`src/design/nlfsr_cipher_fixed_point_filter_unit_assert.svh`:
```
// ----------------------------------------------------------------------------
// Assertion macros for the fixed-point filter unit
// Concurrent checks, reset-qualified, reported through $error.
// ----------------------------------------------------------------------------
`ifndef NLFSR_CIPHER_FIXED_POINT_FILTER_UNIT_ASSERT_SVH
`define NLFSR_CIPHER_FIXED_POINT_FILTER_UNIT_ASSERT_SVH

// Same-cycle implication
`define NFPF_ASSERT_IMPLY(label, clk, rst, ante, cons) \
   label: assert property (@(posedge clk) disable iff (rst) (ante) |-> (cons)) \
      else $error("nfpf: same-cycle check failed");

// Next-cycle implication
`define NFPF_ASSERT_NEXT(label, clk, rst, ante, cons) \
   label: assert property (@(posedge clk) disable iff (rst) (ante) |=> (cons)) \
      else $error("nfpf: next-cycle check failed");

`endif

```
`src/design/nfpf_pkg.sv`:
```
// ----------------------------------------------------------------------------
// nfpf_pkg
// Constants, stage types and round functions of the fixed-point filter unit.
// ----------------------------------------------------------------------------
package nfpf_pkg;

   localparam int ROUNDS      = 528;
   localparam int CELL_ROUNDS = 8;
   localparam int NUM_CELLS   = (ROUNDS + CELL_ROUNDS - 1) / CELL_ROUNDS;
   localparam int CNT_W       = $clog2(CELL_ROUNDS + 1);
   localparam int KEY_W       = 64;
   localparam int STATE_W     = 32;
   localparam int HALF_W      = STATE_W / 2;
   localparam int PEEL_ROUNDS = 16;
   localparam int PEEL_CELLS  = PEEL_ROUNDS / CELL_ROUNDS;

   localparam logic [31:0] NLF_TABLE = 32'h3A5C742E;

   typedef struct packed {
      logic               valid;
      logic [STATE_W-1:0] start;
      logic [STATE_W-1:0] state;
   } stage_type;

   typedef struct packed {
      logic                   valid;
      logic [STATE_W-1:0]     start;
      logic [STATE_W-1:0]     cipher;
      logic [STATE_W-1:0]     state;
      logic [PEEL_ROUNDS-1:0] key_bits;
   } peel_type;

   function automatic logic nlf_bit(input logic [STATE_W-1:0] s);
      logic [4:0] idx;
      idx = {s[31], s[26], s[20], s[9], s[1]};
      return NLF_TABLE[idx];
   endfunction

   function automatic logic [STATE_W-1:0] enc_round(input logic [STATE_W-1:0] s,
                                                    input logic kb);
      logic fb;
      fb = nlf_bit(s) ^ kb ^ s[16] ^ s[0];
      return {fb, s[STATE_W-1:1]};
   endfunction

endpackage

```
`src/design/nfpf_round_cell.sv`:
```
// ----------------------------------------------------------------------------
// nfpf_round_cell
// One link of the encryption chain: up to CELL_ROUNDS rounds, then a register.
// ----------------------------------------------------------------------------
module nfpf_round_cell (
   input  logic                                     clock,
   input  logic                                     reset,
   input  logic                                     advance,
   input  logic [nfpf_pkg::CELL_ROUNDS-1:0]         key_slice,
   input  logic [nfpf_pkg::CNT_W-1:0]               num_rounds,
   input  nfpf_pkg::stage_type                      stage_d,
   output nfpf_pkg::stage_type                      stage_q
);
   import nfpf_pkg::*;

   stage_type stage_ff;
   stage_type stage_in;
   logic [STATE_W-1:0] s;

   always_comb begin
      s = stage_d.state;
      for (int i = 0; i < CELL_ROUNDS; i++) begin
         if (i < int'(num_rounds)) begin
            s = enc_round(s, key_slice[i]);
         end
      end
      stage_in       = stage_d;
      stage_in.state = s;
   end

   always_ff @(posedge clock) begin
      if (reset) begin
         stage_ff.valid <= 1'b0;
      end else if (advance) begin
         stage_ff.valid <= stage_in.valid;
      end
      if (advance) begin
         stage_ff.start <= stage_in.start;
         stage_ff.state <= stage_in.state;
      end
   end

   assign stage_q = stage_ff;

endmodule

```
`config.mk`:
```
export PLATFORM = sky130hd
export DESIGN_NAME = nfpf_round_cell
export DESIGN_NICKNAME = d
export VERILOG_FILES = /design/src/design/nlfsr_cipher_fixed_point_filter_unit_assert.svh /design/src/design/nfpf_pkg.sv /design/src/design/nfpf_round_cell.sv
export SDC_FILE = /design/constraint.sdc
export NUM_CORES = 1
export LEC_CHECK = 0
export ABC_CLOCK_PERIOD_IN_PS = 4550
export BUFFER_PORTS_ARGS = -buffer_cell sky130_fd_sc_hd__buf_2
export CAP_MARGIN = 10
export CORE_ASPECT_RATIO = 0.75
export CORE_MARGIN = 3
export CORE_UTILIZATION = 31
export DETAILED_ROUTE_END_ITERATION = 10
export PLACE_DENSITY = 0.49
export SETUP_SLACK_MARGIN = 0.4
export SYNTH_ARGS = -nofsm -noshare
export SYNTH_HDL_FRONTEND = slang
export SYNTH_SLANG_ARGS = --single-unit
```
`constraint.sdc`:
```
create_clock -name clock -period 4.55 [get_ports clock]
set_input_delay 0.6825 -clock clock [delete_from_list [all_inputs] [get_ports clock]]
set_output_delay 0.6825 -clock clock [all_outputs]
set_load 0.02 [all_outputs]
```
==> flow_summary.json <==
{
  "overflow": 0,
  "post-route-min-period_ps": 4020,
  "ys_top_cells_by_area": "edfxtp_1 (30%), mux2i_1 (9.8%), nand2_1 (5.2%)",
  "power.density_nw_per_um2": 354,
  "num_vias": 6405,
  "path_cells": "buf_2, buf_4, buf_4, nor4_4, a32o_1, a21oi_1, xnor2_2, xnor2_1, or4b_1, a21oi_2, o32ai_1, a21bo_4, mux2i_2, nand2_1, o221a_4, a2bb2oi_2",
  "die_area_um2": 22200,
  "min_from": "reset",
  "ys_warn_count": 0,
  "synth_edf_count": 64,
  "grt_pass1_vias": 5855,
  "clkSinkCount": 65,
  "routedWlPerCell_um": 20.5,
  "worstSetupStartpointType": "primary input",
  "initialDrtViolationCount": 794,
  "rows": 44,
  "grt_pass1_wl_mm": 35.3,
  "avgSynthCellArea_um2": 8.65,
  "grt_usage_pct": 20.5,
  "root_buffer": "clkbuf_16",
  "fmax_mhz": 249,
  "layout.nets": 962,
  "core_um2": 19700,
  "r2r_start": "stage_q[64]",
  "hold_buffers": 0,
  "dp_hpwl_mm": 18.1,
  "worstHoldEndpoint": "stage_q[64]",
  "cpMaxStageDelayCell": "or4b_1",
  "crit_top_cell": "buf_4",
  "gp_congestion": 0.912,
  "areaGrowthSynthToFinish_pct": 25.3,
  "finalHoldViolations": 0,
  "largest_register_ffs": 65,
  "cp_top_family": "compound AO/OA/AOI/OAI gates",
  "routed_wl_mm": 23.4,
  "syn_nets": 811,
  "synthFlopType": "edfxtp_1",
  "cts_buffer_depth": 2,
  "clk_pin_slew_ps": 60,
  "viasPerCell": 5.62,
  "clock_skew_ps": 0,
  "cp_slowest_stage_delay_ps": 490,
  "worstMarginPinSlew_ps": 970,
  "start_util_pct": 32.1,
  "synth_top_area_share_pct": 30.4,
  "required_ps": 4620,
  "drc": 0,
  "slew_viol_final": 0,
  "ys_ff_latch": 65,
  "synth_area_um2": 6320,
  "io_buffers": 144,
  "fin_setup_tns_ps": 0,
  "path_class": "in2reg",
  "cts_setup_buffers": 0,
  "final_layout_size_suffix_gt1_share_pct": 32.0,
  "yosysSeqAreaShare_pct": 30.7,
  "reg2reg_to": "stage_q[64]",
  "syn-instance-count": 731,
  "tritoncts": "built",
  "n_antenna_cell": 0,
  "endpoint_kind": "flip-flop",
  "yosys.area.top_type": "edfxtp_1",
  "synthArstFlopShare_pct": 0,
  "synth_cell_types": 82,
  "ir_drop_uv": 191,
  "firstDrtPassIters": 5,
  "die_height_um": 130,
  "period_share_pct": 88.3,
  "cts_buffers": 9,
  "htree_levels": 3,
  "reg2reg_depth": 2,
  "hp-class": "in2reg",
  "antenna_found_initial": 0,
  "outcome": "complete, no violations",
  "critPathBufInv": 3,
  "reg2reg_slack_ps": 3960,
  "total_power_w": 0.00280,
  "antenna_left": 0,
  "grt_max_degree": 63,
  "cp.arrival_ps": 4090,
  "worstSkewPairLatency_ps": 320,
  "cap_violations": 0,
  "leakagePower_nw": 3.25,
  "whs_path_depth": 2,
  "io_pins": 145,
  "finalSetupViolCount": 0,
  "crit_fanout": 13,
  "fp.dieW_um": 171,
  "rsz0062_at_grt": "no",
  "relSlewSlack_pct": 35.3
}
## per-layer routing
layer | global-route usage, % | part of all wire, % | vias up
met5 | 0 | 0 | -
met4 | 3.64 | 1.1 | 0
met3 | 4.51 | 8.0 | 24
met2 | 29.1 | 41 | 299
met1 | 32.0 | 50 | 3052
li1 | - | - | 3030
## report_power, final
part / leakage, nW / internal (W) / switching (W) / total (W)
registers: 0.635 / 0.000746 / 0.0000149 / 0.000761
clock network: 0.171 / 0.000540 / 0.000255 / 0.000795
logic: 2.45 / 0.000500 / 0.000746 / 0.00125
total: 3.25 / 0.00179 / 0.00102 / 0.00280
## how the worst max path moves through the flow
stage	start	endpoint	slack, ps	depth (start not counted)
6_report	num_rounds[1]	stage_q[31]	530	16
5_1_grt	stage_d[20]	stage_q[31]	380	14
4_1_cts	num_rounds[0]	stage_q[31]	550	14
3_5_place_dp	num_rounds[0]	stage_q[31]	210	14
3_3_place_gp	num_rounds[0]	stage_q[31]	260	14
2_1_floorplan	num_rounds[0]	stage_q[31]	450	14
## worst reg2reg max path: stages, from the launching register on
cell,delay [ps]
dfxtp_1,310
mux2i_1,120
nor2_1,60
## metrics by stage
step | area [µm²] | setup WS (ps) | utilization, % | cells | hold slack [ps]
after floorplan | 6320 | 450 | - | 731 | 579
after CTS | 7920 | 546 | 40.2 | 1140 | 500
final | 7930 | 531 | 40.2 | 1140 | 511
after detailed placement | 7560 | 207 | 38.4 | 1124 | 485
after global placement | 7560 | 260 | 38.4 | 1124 | 477
after global routing | 7930 | 384 | 40.2 | 1140 | 498
## final cells by class
class	count	area, µm²
sequential	65	1940
timing repair buffer	206	1210
clock inverter	7	125
clock buffer	9	225
inverter	12	45.0
fill	2025	11800
tap	253	317
multi-input combinational	588	4060
## repair_timing
item,CTS,global route
endpoints found under the setup margin,0,2
endpoints found under the hold margin,0,0
gates resized for setup,0,2
## synth_stat cells, types with 3 or more instances
master	number
o21ai_0	52
a21oi_1	60
o221ai_1	3
edfxtp_1	64
nor3b_1	4
xor2_1	14
mux2_2	20
nor2b_1	4
nor3_1	17
and2_1	3
mux4_2	11
xnor2_1	18
clkbuf_1	43
a311oi_1	3
nand2_1	87
buf_6	3
or3_1	4
buf_1	5
a211oi_1	22
mux2i_1	62
nand3_1	13
a31oi_1	8
and3_1	5
o21a_1	4
a221oi_1	3
o211ai_1	22
buf_2	13
inv_1	12
nor2_1	80
o311ai_0	3
## layout by cell type, fill, tap and decap left out, types with 3 or more instances in the layout
cell,Yosys,final
and3_1,5,5
o221ai_1,3,3
o211ai_1,22,22
a221oi_1,3,3
inv_1,12,12
a211oi_1,22,22
xor2_1,14,14
a21oi_2,2,3
a21oi_1,60,59
and2_1,3,3
nor3_1,17,17
o21a_1,4,4
o21ai_0,52,52
nor2b_1,4,4
mux2i_1,62,61
nor3b_1,4,4
nand2_1,87,87
clkbuf_16,0,9
nand3_1,13,13
buf_2,13,144
mux4_2,11,11
buf_4,2,60
a311oi_1,3,3
xnor2_1,18,18
bufinv_16,0,3
o311ai_0,3,3
mux2_2,20,20
nor2_2,2,3
or3_1,4,4
edfxtp_1,64,64
a31oi_1,8,8
nor2_1,80,79
## kinds of logic after synthesis
group,after synthesis,synth area share [%]
and+or+nand+nor,237,17.2
AOI/OAI and AO/OA,219,23.3
muxes,97,18.2
buffers and inverters,78,5.36
DFF,65,30.7
xor gates and xnor gates,35,5.30
Power figures use the tool's default switching activity.
