`src/design/nlfsr_cipher_fixed_point_filter_unit_assert.svh`:
```
// ----------------------------------------------------------------------------
// Assertion macros for the fixed-point filter unit
// Concurrent checks, reset-qualified, reported through $error.
// ----------------------------------------------------------------------------
`ifndef NLFSR_CIPHER_FIXED_POINT_FILTER_UNIT_ASSERT_SVH
`define NLFSR_CIPHER_FIXED_POINT_FILTER_UNIT_ASSERT_SVH

// Same-cycle implication
`define NFPF_ASSERT_IMPLY(label, clk, rst, ante, cons) \
   label: assert property (@(posedge clk) disable iff (rst) (ante) |-> (cons)) \
      else $error("nfpf: same-cycle check failed");

// Next-cycle implication
`define NFPF_ASSERT_NEXT(label, clk, rst, ante, cons) \
   label: assert property (@(posedge clk) disable iff (rst) (ante) |=> (cons)) \
      else $error("nfpf: next-cycle check failed");

`endif

```
`src/design/nfpf_pkg.sv`:
```
// ----------------------------------------------------------------------------
// nfpf_pkg
// Constants, stage types and round functions of the fixed-point filter unit.
// ----------------------------------------------------------------------------
package nfpf_pkg;

   localparam int ROUNDS      = 528;
   localparam int CELL_ROUNDS = 8;
   localparam int NUM_CELLS   = (ROUNDS + CELL_ROUNDS - 1) / CELL_ROUNDS;
   localparam int CNT_W       = $clog2(CELL_ROUNDS + 1);
   localparam int KEY_W       = 64;
   localparam int STATE_W     = 32;
   localparam int HALF_W      = STATE_W / 2;
   localparam int PEEL_ROUNDS = 16;
   localparam int PEEL_CELLS  = PEEL_ROUNDS / CELL_ROUNDS;

   localparam logic [31:0] NLF_TABLE = 32'h3A5C742E;

   typedef struct packed {
      logic               valid;
      logic [STATE_W-1:0] start;
      logic [STATE_W-1:0] state;
   } stage_type;

   typedef struct packed {
      logic                   valid;
      logic [STATE_W-1:0]     start;
      logic [STATE_W-1:0]     cipher;
      logic [STATE_W-1:0]     state;
      logic [PEEL_ROUNDS-1:0] key_bits;
   } peel_type;

   function automatic logic nlf_bit(input logic [STATE_W-1:0] s);
      logic [4:0] idx;
      idx = {s[31], s[26], s[20], s[9], s[1]};
      return NLF_TABLE[idx];
   endfunction

   function automatic logic [STATE_W-1:0] enc_round(input logic [STATE_W-1:0] s,
                                                    input logic kb);
      logic fb;
      fb = nlf_bit(s) ^ kb ^ s[16] ^ s[0];
      return {fb, s[STATE_W-1:1]};
   endfunction

endpackage

```
`src/design/nfpf_peel_cell.sv`:
```
// ----------------------------------------------------------------------------
// nfpf_peel_cell
// One link of the key recovery tail: replays CELL_ROUNDS rounds with known
// feedback and shifts the recovered key bits in from the top.
// ----------------------------------------------------------------------------
module nfpf_peel_cell (
   input  logic                             clock,
   input  logic                             reset,
   input  logic                             advance,
   input  logic [nfpf_pkg::CELL_ROUNDS-1:0] fb_bits,
   input  nfpf_pkg::peel_type               peel_d,
   output nfpf_pkg::peel_type               peel_q
);
   import nfpf_pkg::*;

   peel_type peel_ff;
   peel_type peel_in;
   logic [STATE_W-1:0]     s;
   logic [CELL_ROUNDS-1:0] kb;

   always_comb begin
      s  = peel_d.state;
      kb = '0;
      for (int i = 0; i < CELL_ROUNDS; i++) begin
         kb[i] = fb_bits[i] ^ nlf_bit(s) ^ s[16] ^ s[0];
         s     = {fb_bits[i], s[STATE_W-1:1]};
      end
      peel_in          = peel_d;
      peel_in.state    = s;
      // newest bits enter at the top, earlier ones move down
      peel_in.key_bits = {kb, peel_d.key_bits[PEEL_ROUNDS-1:CELL_ROUNDS]};
   end

   always_ff @(posedge clock) begin
      if (reset) begin
         peel_ff.valid <= 1'b0;
      end else if (advance) begin
         peel_ff.valid <= peel_in.valid;
      end
      if (advance) begin
         peel_ff.start    <= peel_in.start;
         peel_ff.cipher   <= peel_in.cipher;
         peel_ff.state    <= peel_in.state;
         peel_ff.key_bits <= peel_in.key_bits;
      end
   end

   assign peel_q = peel_ff;

endmodule

```
`config.mk`:
```
export PLATFORM = sky130hd
export DESIGN_NAME = nfpf_peel_cell
export DESIGN_NICKNAME = d
export VERILOG_FILES = /design/src/design/nlfsr_cipher_fixed_point_filter_unit_assert.svh /design/src/design/nfpf_pkg.sv /design/src/design/nfpf_peel_cell.sv
export SDC_FILE = /design/constraint.sdc
export NUM_CORES = 1
export LEC_CHECK = 0
export ABC_AREA = 0
export ABC_CLOCK_PERIOD_IN_PS = 1300
export BUFFER_PORTS_ARGS = -buffer_cell sky130_fd_sc_hd__buf_2
export CAP_MARGIN = 20
export CORE_MARGIN = 10
export CORE_UTILIZATION = 41
export CTS_BUF_LIST = sky130_fd_sc_hd__clkbuf_8
export CTS_CLUSTER_DIAMETER = 150
export DETAILED_ROUTE_END_ITERATION = 10
export GPL_ROUTABILITY_DRIVEN = 0
export GPL_TIMING_DRIVEN = 0
export PLACE_DENSITY_LB_ADDON = 0.3
export SLEW_MARGIN = 20
export SYNTH_ARGS = -nofsm -noshare
export SYNTH_HDL_FRONTEND = slang
export SYNTH_SLANG_ARGS = --single-unit
```
`constraint.sdc`:
```
create_clock -name clock -period 1.3 [get_ports clock]
set_clock_uncertainty 0.15 [all_clocks]
set_input_delay 0.065 -clock clock [delete_from_list [all_inputs] [get_ports clock]]
set_output_delay 0.065 -clock clock [all_outputs]
set_load 0.01 [all_outputs]
```
==> results.txt, run 1 <==
Max-cap viol count: 0
Crit start category: input pin
Status: complete, but fails checks
WL/cell: 20.0 µm
RR Startpoint: peel_q[112]$_SDFFE_PP0P_
Tot GR Track Use: 19.8%
Clock sinks: 113
Crit path DAT: 1.27 ns
Most frequent cells in the layout: 226 x buf_2, 112 x edfxtp_1, 111 x dlygate4sd3_1
Vias in the first global route: 3,721
DRC Markers: 0
Syn_nets: 344
DRT antenna net count: 0
Vias: 3,445
Fmax: 795 MHz
Avg Inst Size Synth: 18.9 µm²
Top Ports: 237
Post-synthesis cell type with the largest combined area: edfxtp_1
Synth top area share: 81.0%
Synth warn: 0
Peak supply drop: 0.667 mV
Most common cell after layout, fill and taps aside: buf_2
Worst setup startpoint: peel_d[31]
# nets final: 703
CP Cell Sequence: dlygate4sd3_1 > buf_2 > inv_1 > o311ai_2 > a22oi_1 > xnor2_1
FF+latch count, synth: 113
Largest register FFs: 113
Full die area: 14,600 µm²
TritonRoute pass-1 iters: 4
Slew @ Worst Pin: 0.436 ns
Worst endpoint required time: 1.31 ns
Initial DRC Count: 233
Die Y: 121 µm
Largest cells by area after synthesis: edfxtp_1 81%, xnor2_1 4.4%, mux2i_1 1.2%
Critical-path top delay cell: dlygate4sd3_1
Final period utilization: 96.7%
Number of cells on the worst hold path: 1
Htree depth: 4
Die Span X: 121 µm
Rel. slew slack: 70.2%
Layout cells sized above 1: 47.0%
Cells on worst reg2reg path: 2
Fin Hold WS: -0.0903 ns
Port Buffers: 228
Core outline area: 9820 µm²
Critical Path Sink: peel_q[14]$_DFFE_PP_
Critical Path Fanout Max: 4
Post-Syn Area: 4150 µm²
Worst skew pair latency: 0.41 ns
Ys async rst share: 0%
Vias per Instance: 4.74
Critical path's largest stage delay: 0.52 ns
Top FF cell, synth: edfxtp_1
Setup crit end kind: flop
Final hold vios: 38
TritonCTS buffer count: 17
Register area share after synthesis: 81.4%
Post-synth EDFFs: 112
HP Class: input pin to flop
R2r endpoint: peel_q[112]$_SDFFE_PP0P_
Starting density of the core: 42.3%
Crit path time final: 1.26 ns
Final global-route overflow total: 0
Clock Path Buffers: 2
CP bufs+invs: 3
CP Depth: 6
Setup CP Type: input pin to flop
Pwr Density: 1300 nW/µm²
Site Rows: 36
Clock tree from TritonCTS: done
CP top delay family: buffers and inverters
R2r setup slk: 0.55 ns
Largest net degree at the start of global routing: 75
Fin util: 72.1%
Setup Fix Bufs, Post-CTS: 0
DP Wirelength: 9.46 mm
Syn-to-layout area delta: 70.5%
Number of fill cells: 661
Clk root buf: clkbuf_8
Leak: 2.97 nW
Clk slew on worst S/H paths: 0.07 ns
# setup viols final: 0
Failing checks: hold timing
Antenna violations before repair: 2
Post-Route WL: 14.5 mm
Mapped Cells: 220
Wire length of the first global-routing pass: 21.9 mm
Yosys cell types: 40
Final Slew Violations: 0
## through the flow
step           cell area [µm²]  setup WS (ns)  std cells  power (W)  TNS [ns]
6_report                  7080         0.0427        727    0.00918         0
5_1_grt                   7080       -0.00967        727    0.00960  -0.00967
3_3_place_gp              5480          -1.18        581    0.00560   -127.30
3_5_place_dp              5510         -0.169        582    0.00564     -1.03
4_1_cts                   7020        0.00651        725    0.00921         0
2_1_floorplan             4170       0.000172        220    0.00495         0
## worst min path at each step
stage,from,end,slack (ns)
floorplan,reset,peel_q[112]$_SDFFE_PP0P_,-0.01
global placement,reset,peel_q[112]$_SDFFE_PP0P_,0.07
detailed placement,reset,peel_q[112]$_SDFFE_PP0P_,0.09
CTS,advance,peel_q[16]$_DFFE_PP_,-0.12
global route,advance,peel_q[16]$_DFFE_PP_,-0.11
finish,advance,peel_q[16]$_DFFE_PP_,-0.09
## routing by layer
metal / vias up / global-route usage [%] / wire [µm]
met5: - / 0 / 0
met4: 0 / 6.79 / 161
met3: 13 / 8.52 / 1480
met2: 197 / 34.3 / 7440
met1: 1647 / 21.1 / 5430
li1: 1588 / - / -
## area by class of cell
type	instances	area [µm²]	share of cell area, %
diodes	2	5.00	0.0707
clock inverters	15	168	2.37
multi-input cells	97	783	11.1
clock buffers	17	234	3.30
inverters	7	26.3	0.371
repair buffers	340	2290	32.3
plain buffers	3	23.8	0.336
flip-flops and latches	113	3380	47.8
well taps	133	166	2.35
## power by group
part,switching [W],leakage (nW),internal (W)
registers,0.0000864,1.10,0.00437
clock network,0.00143,0.189,0.00188
logic,0.000700,1.68,0.000717
## worst reg2reg max path, delay by kind of cell (launching register included)
family | cells | cell delay, ns
flops | 1 | 0.32
mux | 1 | 0.12
simple gates | 1 | 0.06
## synthesized netlist by cell type (2+ instances only)
library cell  instances
edfxtp_1            112
xnor2_1              21
nor2_1                9
inv_1                 7
nand2_1               7
nand2b_1              6
mux2i_1               5
a21oi_1               4
or3b_2                4
a22oi_1               3
nand3b_1              3
o221ai_1              3
o311ai_0              3
xor2_1                3
a221o_1               2
nor2b_1               2
o21ai_0               2
o22ai_1               2
## timing repair
item / in CTS / in global routing
endpoints found under the setup margin: 0 / 6
gates resized for setup: 0 / 13
hold buffers: 111 / 1
hold endpoints to repair: 151 / 39
## logic make-up (layout without fill, tap and decap cells)
logic type,count (synthesis),count (layout),synth area share [%]
AND/OR/NAND/NOR,39,39,5.42
multiplexers,7,7,1.84
other,0,2,0
XOR/XNOR,24,24,5.06
buffers and inverters,10,382,1.11
AO/OA/AOI/OAI,27,27,5.12
flip-flops,113,113,81.4
Note: power is estimated with default switching activity, not from simulation.
==> run 2: changes to the inputs <==
--- a/config.mk
+++ b/config.mk
@@ -16,8 +16,9 @@
 export DETAILED_ROUTE_END_ITERATION = 10
 export GPL_ROUTABILITY_DRIVEN = 0
 export GPL_TIMING_DRIVEN = 0
-export PLACE_DENSITY_LB_ADDON = 0.3
+export PLACE_DENSITY = 0.78
 export SLEW_MARGIN = 20
 export SYNTH_ARGS = -nofsm -noshare
 export SYNTH_HDL_FRONTEND = slang
 export SYNTH_SLANG_ARGS = --single-unit
+export TNS_END_PERCENT = 50
==> results.txt, run 2 (synthesis gave the netlist of run 1 again) <==
Fin util: 72.0% (was 72.1%)
Initial DRC Count: 358 (was 233)
# setup viols final: 0 (unchanged)
Met2 routed WL: 8.85 mm (was 7.44 mm)
Fin Hold WS: -0.0577 ns (was -0.0903 ns)
Largest net degree at the start of global routing: 62 (was 75)
Layout cells sized above 1: 46.7% (was 47.0%)
Peak supply drop: 0.746 mV (was 0.667 mV)
Htree depth: 4 (unchanged)
Pwr Density: 1380 nW/µm² (was 1300 nW/µm²)
Post-Route WL: 17.0 mm (was 14.5 mm)
TritonRoute pass-1 iters: 4 (unchanged)
Top sig layer: met5 (was met4)
Syn-to-layout area delta: 70.2% (was 70.5%)
Final period utilization: 100% (was 96.7%)
Clk slew on worst S/H paths: 0.09 ns (was 0.07 ns)
Worst skew pair latency: 0.42 ns (was 0.41 ns)
DRC Markers: 0 (unchanged)
Largest register FFs: 113 (unchanged)
# nets final: 700 (was 703)
DP Wirelength: 10.3 mm (was 9.46 mm)
Clock sinks: 113 (unchanged)
Vias: 3,556 (was 3,445)
Finished Layout Cells: 725 (was 727)
Top Ports: 237 (unchanged)
Final Power: 0.00977 W (was 0.00918 W)
Placed cell area: 5500 µm² (was 5510 µm²)
Setup crit end kind: flop (unchanged)
Design area: 7070 µm² (was 7080 µm²)
DRT antenna net count: 0 (unchanged)
HP Class: input pin to flop (unchanged)
Most frequent cells in the layout: 227 x buf_2, 112 x edfxtp_1, 108 x dlygate4sd3_1 (was 226 x buf_2, 112 x edfxtp_1, 111 x dlygate4sd3_1)
TritonCTS buffer count: 17 (unchanged)
Setup CP Type: input pin to flop (unchanged)
Core outline area: 9820 µm² (unchanged)
Worst endpoint required time: 1.32 ns (was 1.31 ns)
Hold_sp: advance (unchanged)
Failing checks: hold timing (unchanged)
WL/cell: 23.5 µm (was 20.0 µm)
Clock tree from TritonCTS: done (unchanged)
Antenna violations before repair: 4 (was 2)
Fmax: 769 MHz (was 795 MHz)
Vias per Instance: 4.90 (was 4.74)
Crit start category: input pin (unchanged)
Critical Path Sink: peel_q[13]$_DFFE_PP_ (was peel_q[14]$_DFFE_PP_)
Final global-route overflow total: 0 (unchanged)
Critical Path Fanout Max: 5 (was 4)
Die Span X: 121 µm (unchanged)
Cells on worst reg2reg path: 2 (unchanged)
Metal3 WL: 1.93 mm (was 1.48 mm)
Final Slew Violations: 0 (unchanged)
Wire length of the first global-routing pass: 24.4 mm (was 21.9 mm)
Most common cell after layout, fill and taps aside: buf_2 (unchanged)
Port Buffers: 228 (unchanged)
Wire length on met1: 5.93 mm (was 5.43 mm)
Clock Path Buffers: 2 (unchanged)
Crit path time final: 1.30 ns (was 1.26 ns)
Max-cap viol count: 0 (unchanged)
Starting density of the core: 42.3% (unchanged)
Leak: 2.99 nW (was 2.97 nW)
Crit path DAT: 1.32 ns (was 1.27 ns)
R2r setup slk: 0.50 ns (was 0.55 ns)
R2r endpoint: peel_q[112]$_SDFFE_PP0P_ (unchanged)
Clk root buf: clkbuf_8 (unchanged)
Tot GR Track Use: 22.3% (was 19.8%)
Slew @ Worst Pin: 0.543 ns (was 0.436 ns)
RSZ-0062 raised after global routing: true
RR Startpoint: peel_q[112]$_SDFFE_PP0P_ (unchanged)
Vias in the first global route: 3,773 (was 3,721)
Placed instance count: 582 (unchanged)
Die Y: 121 µm (unchanged)
Site Rows: 36 (unchanged)
Status: complete, but fails checks (unchanged)
Worst setup startpoint: peel_d[22] (was peel_d[31])
Rel. slew slack: 63.3% (was 70.2%)
Full die area: 14,600 µm² (unchanged)
Final hold vios: 53 (was 38)
-- run 2: per-layer routing --
metal  vias to the layer above  global-route usage [%]
met3                        24                    9.91
met2                       218                    39.3
li1                       1585                       -
met5                         -                       0
met4                         2                    6.71
met1                      1727                    23.6
-- run 2: what timing repair did --
item	CTS	global route
gates resized for setup	0	7
endpoints found under the hold margin	163	53
setup buffers	0	0
hold buffers	107	1
endpoints found under the setup margin	0	4
-- run 2: final cells by class --
class / instances / area [µm²]
Sequential cell: 113 / 3380
Buffer: 3 / 21.3
Multi-Input combinational cell: 97 / 746
Clock buffer: 17 / 234
Timing Repair Buffer: 337 / 2260
Antenna cell: 3 / 7.51
Clock inverter: 15 / 223
Fill cell: 629 / 2750
Tap cell: 133 / 166
Inverter: 7 / 26.3
-- run 2: power breakdown --
| group | leakage (nW) | internal (W) | switching [W] |
|---|---|---|---|
| clock | 0.228 | 0.00216 | 0.00169 |
| combinational | 1.66 | 0.000703 | 0.000741 |
| sequential | 1.10 | 0.00437 | 0.000105 |
-- run 2: worst min path at each step --
stage | to | depth (start not counted)
floorplan | peel_q[112]$_SDFFE_PP0P_ | 1
global placement | peel_q[112]$_SDFFE_PP0P_ | 2
detailed placement | peel_q[112]$_SDFFE_PP0P_ | 2
CTS | peel_q[46]$_DFFE_PP_ | 1
global route | peel_q[51]$_DFFE_PP_ | 1
finish | peel_q[103]$_DFFE_PP_ | 1
-- run 2: critical path, stage by stage --
cell,delay (ns)
dlygate4sd3_1,0.54
buf_2,0.16
a211o_1,0.25
a22oi_2,0.19
xnor2_1,0.11
-- run 2: stage by stage --
step	TNS (ns)	hold slack, ns	setup slack [ns]
2_1_floorplan	-0.0132	-0.0126	-0.0132
3_3_place_gp	-127.24	0.0753	-1.17
3_5_place_dp	-2.74	0.0816	-0.214
4_1_cts	0	-0.268	0.0258
5_1_grt	-0.0251	-0.0649	-0.0211
6_report	0	-0.0577	0.000114
==> run 3: changes to the inputs <==
--- a/config.mk
+++ b/config.mk
@@ -17,6 +17,7 @@
 export GPL_ROUTABILITY_DRIVEN = 0
 export GPL_TIMING_DRIVEN = 0
 export PLACE_DENSITY = 0.78
+export SETUP_SLACK_MARGIN = 0.4
 export SLEW_MARGIN = 20
 export SYNTH_ARGS = -nofsm -noshare
 export SYNTH_HDL_FRONTEND = slang
==> results.txt, run 3 (synthesis gave the netlist of run 1 again) <==
Status: complete, but fails checks (unchanged)
Failing checks: hold timing (unchanged)
Final Slew Violations: 0 (unchanged)
Cells on worst reg2reg path: 2 (unchanged)
Hold_sp: fb_bits[6] (was advance)
Port Buffers: 228 (unchanged)
Wire length of the first global-routing pass: 24.1 mm (was 24.4 mm)
Syn-to-layout area delta: 72.3% (was 70.2%)
Hold endpoint: peel_q[46]$_DFFE_PP_ (was peel_q[103]$_DFFE_PP_)
Post-Route WL: 17.3 mm (was 17.0 mm)
CP Cell Sequence: buf_2 (was dlygate4sd3_1 > buf_2 > a211o_1 > a22oi_2 > xnor2_1)
Pwr Density: 1370 nW/µm² (was 1380 nW/µm²)
Peak supply drop: 0.653 mV (was 0.746 mV)
Rel. slew slack: 70.5% (was 63.3%)
Site Rows: 36 (unchanged)
Clock sinks: 113 (unchanged)
Htree depth: 4 (unchanged)
Vias in the first global route: 3,729 (was 3,773)
Final Power: 0.00977 W (about the same)
Clk slew on worst S/H paths: 0.07 ns (was 0.09 ns)
Final hold vios: 30 (was 53)
Largest net degree at the start of global routing: 88 (was 62)
Vias per Instance: 5.12 (was 4.90)
Number of cells on the worst hold path: 1 (unchanged)
Core outline area: 9820 µm² (unchanged)
Slew @ Worst Pin: 0.431 ns (was 0.543 ns)
Most common cell after layout, fill and taps aside: buf_2 (unchanged)
Worst skew pair latency: 0.42 ns (about the same)
Antenna violations before repair: 1 (was 4)
Fmax: 805 MHz (was 769 MHz)
Worst endpoint required time: 1.09 ns (was 1.32 ns)
Crit path time final: 1.24 ns (was 1.30 ns)
# setup viols final: 0 (unchanged)
DP Wirelength: 10.2 mm (was 10.3 mm)
Vias: 3,694 (was 3,556)
Setup crit end kind: output pin (was flop)
# nets final: 698 (was 700)
Critical Path Fanout Max: 1 (was 5)
DRT antenna net count: 0 (unchanged)
HP Class: input pin to flop (unchanged)
TritonCTS buffer count: 17 (unchanged)
Clock tree from TritonCTS: done (unchanged)
Clk root buf: clkbuf_8 (unchanged)
DRC Markers: 0 (unchanged)
Critical-path top delay cell: edfxtp_1 (was dlygate4sd3_1)
CP top delay family: flip-flops (was buffers and inverters)
Fin util: 72.9% (was 72.0%)
WL/cell: 24.1 µm (was 23.5 µm)
Worst setup startpoint: peel_q[2]$_DFFE_PP_ (was peel_d[22])
Largest register FFs: 113 (unchanged)
Layout cells sized above 1: 46.7% (about the same)
Top Ports: 237 (unchanged)
R2r setup slk: 0.51 ns (was 0.50 ns)
RSZ-0062 raised after global routing: true (unchanged)
Clock Path Buffers: 2 (unchanged)
Final period utilization: 95.6% (was 100%)
R2r endpoint: peel_q[112]$_SDFFE_PP0P_ (unchanged)
TritonRoute pass-1 iters: 7 (was 4)
Crit path DAT: 1.03 ns (was 1.32 ns)
Final global-route overflow total: 0 (unchanged)
Initial DRC Count: 371 (was 358)
Hold-fix buffer count after cts: 105 (was 107)
Crit start category: flop (was input pin)
Leak: 3.03 nW (was 2.99 nW)
Number of fill cells: 633 (was 629)
Die Span X: 121 µm (unchanged)
Most frequent cells in the layout: 217 x buf_2, 112 x edfxtp_1, 104 x dlygate4sd3_1 (was 227 x buf_2, 112 x edfxtp_1, 108 x dlygate4sd3_1)
Starting density of the core: 42.3% (unchanged)
Full die area: 14,600 µm² (unchanged)
Tot GR Track Use: 22.3% (about the same)
Max-cap viol count: 0 (unchanged)
Die Y: 121 µm (unchanged)
RR Startpoint: peel_q[112]$_SDFFE_PP0P_ (unchanged)
CP bufs+invs: 1 (was 2)
Critical path's largest stage delay: 0.43 ns (was 0.54 ns)
Fin Hold WS: -0.238 ns (was -0.0577 ns)
Setup CP Type: flop to output pin (was input pin to flop)
## run 3: how the worst max path moves through the flow
stage | end | slack (ns) | cells after the start
after floorplan | peel_q[15]$_DFFE_PP_ | 0.04 | 5
after global placement | peel_q[112]$_SDFFE_PP0P_ | -1.15 | 3
after detailed placement | peel_q[15]$_DFFE_PP_ | -0.20 | 6
after CTS | peel_q[9] | 0.1 | 1
after global routing | peel_q[2] | 0.02 | 1
final | peel_q[2] | 0.06 | 1
## run 3: timing repair
item                                   4_1_cts  5_1_grt
pin swaps                                    0        3
endpoints found under the hold margin      136       29
gates cloned                                 0        0
setup buffers                                0        1
gates resized for setup                      0       27
setup endpoints to repair                  120      122
## run 3: stage by stage
stage | cell area (µm²) | setup TNS [ns] | cells | setup WS, ns | hold slack, ns
final | 7160 | 0 | 721 | 0.0571 | -0.238
after global routing | 7150 | 0 | 720 | 0.0185 | -0.273
after CTS | 7040 | 0 | 719 | 0.0955 | -0.268
after detailed placement | 5540 | -0.903 | 582 | -0.196 | 0.0786
after global placement | 5500 | -124.49 | 581 | -1.15 | 0.0759
after floorplan | 4190 | 0 | 220 | 0.0373 | -0.0126
## run 3: final cells by class
cell class,count,area [µm²],share of cell area (%)
flip-flops and latches,113,3380,47.3
repair buffers,335,2310,32.3
multi-input cells,97,769,10.8
clock buffers,17,234,3.27
clock inverters,15,215,3.01
well taps,133,166,2.33
plain buffers,3,45.0,0.629
inverters,7,26.3,0.367
diodes,1,2.50,0.0350
## run 3: layer usage
metal	GRT usage (%)	vias up	wire length, µm
met5	0	-	13
li1	-	1579	-
met4	7.01	2	493
met1	24.2	1762	5980
met3	8.56	41	1880
met2	39.5	310	8980
## run 3: report_power, final
part / internal [W] / switching, W / total [W] / leakage (nW)
sequential: 0.00437 / 0.000111 / 0.00448 / 1.10
clock: 0.00227 / 0.00151 / 0.00378 / 0.219
combinational: 0.000752 / 0.000755 / 0.00151 / 1.71
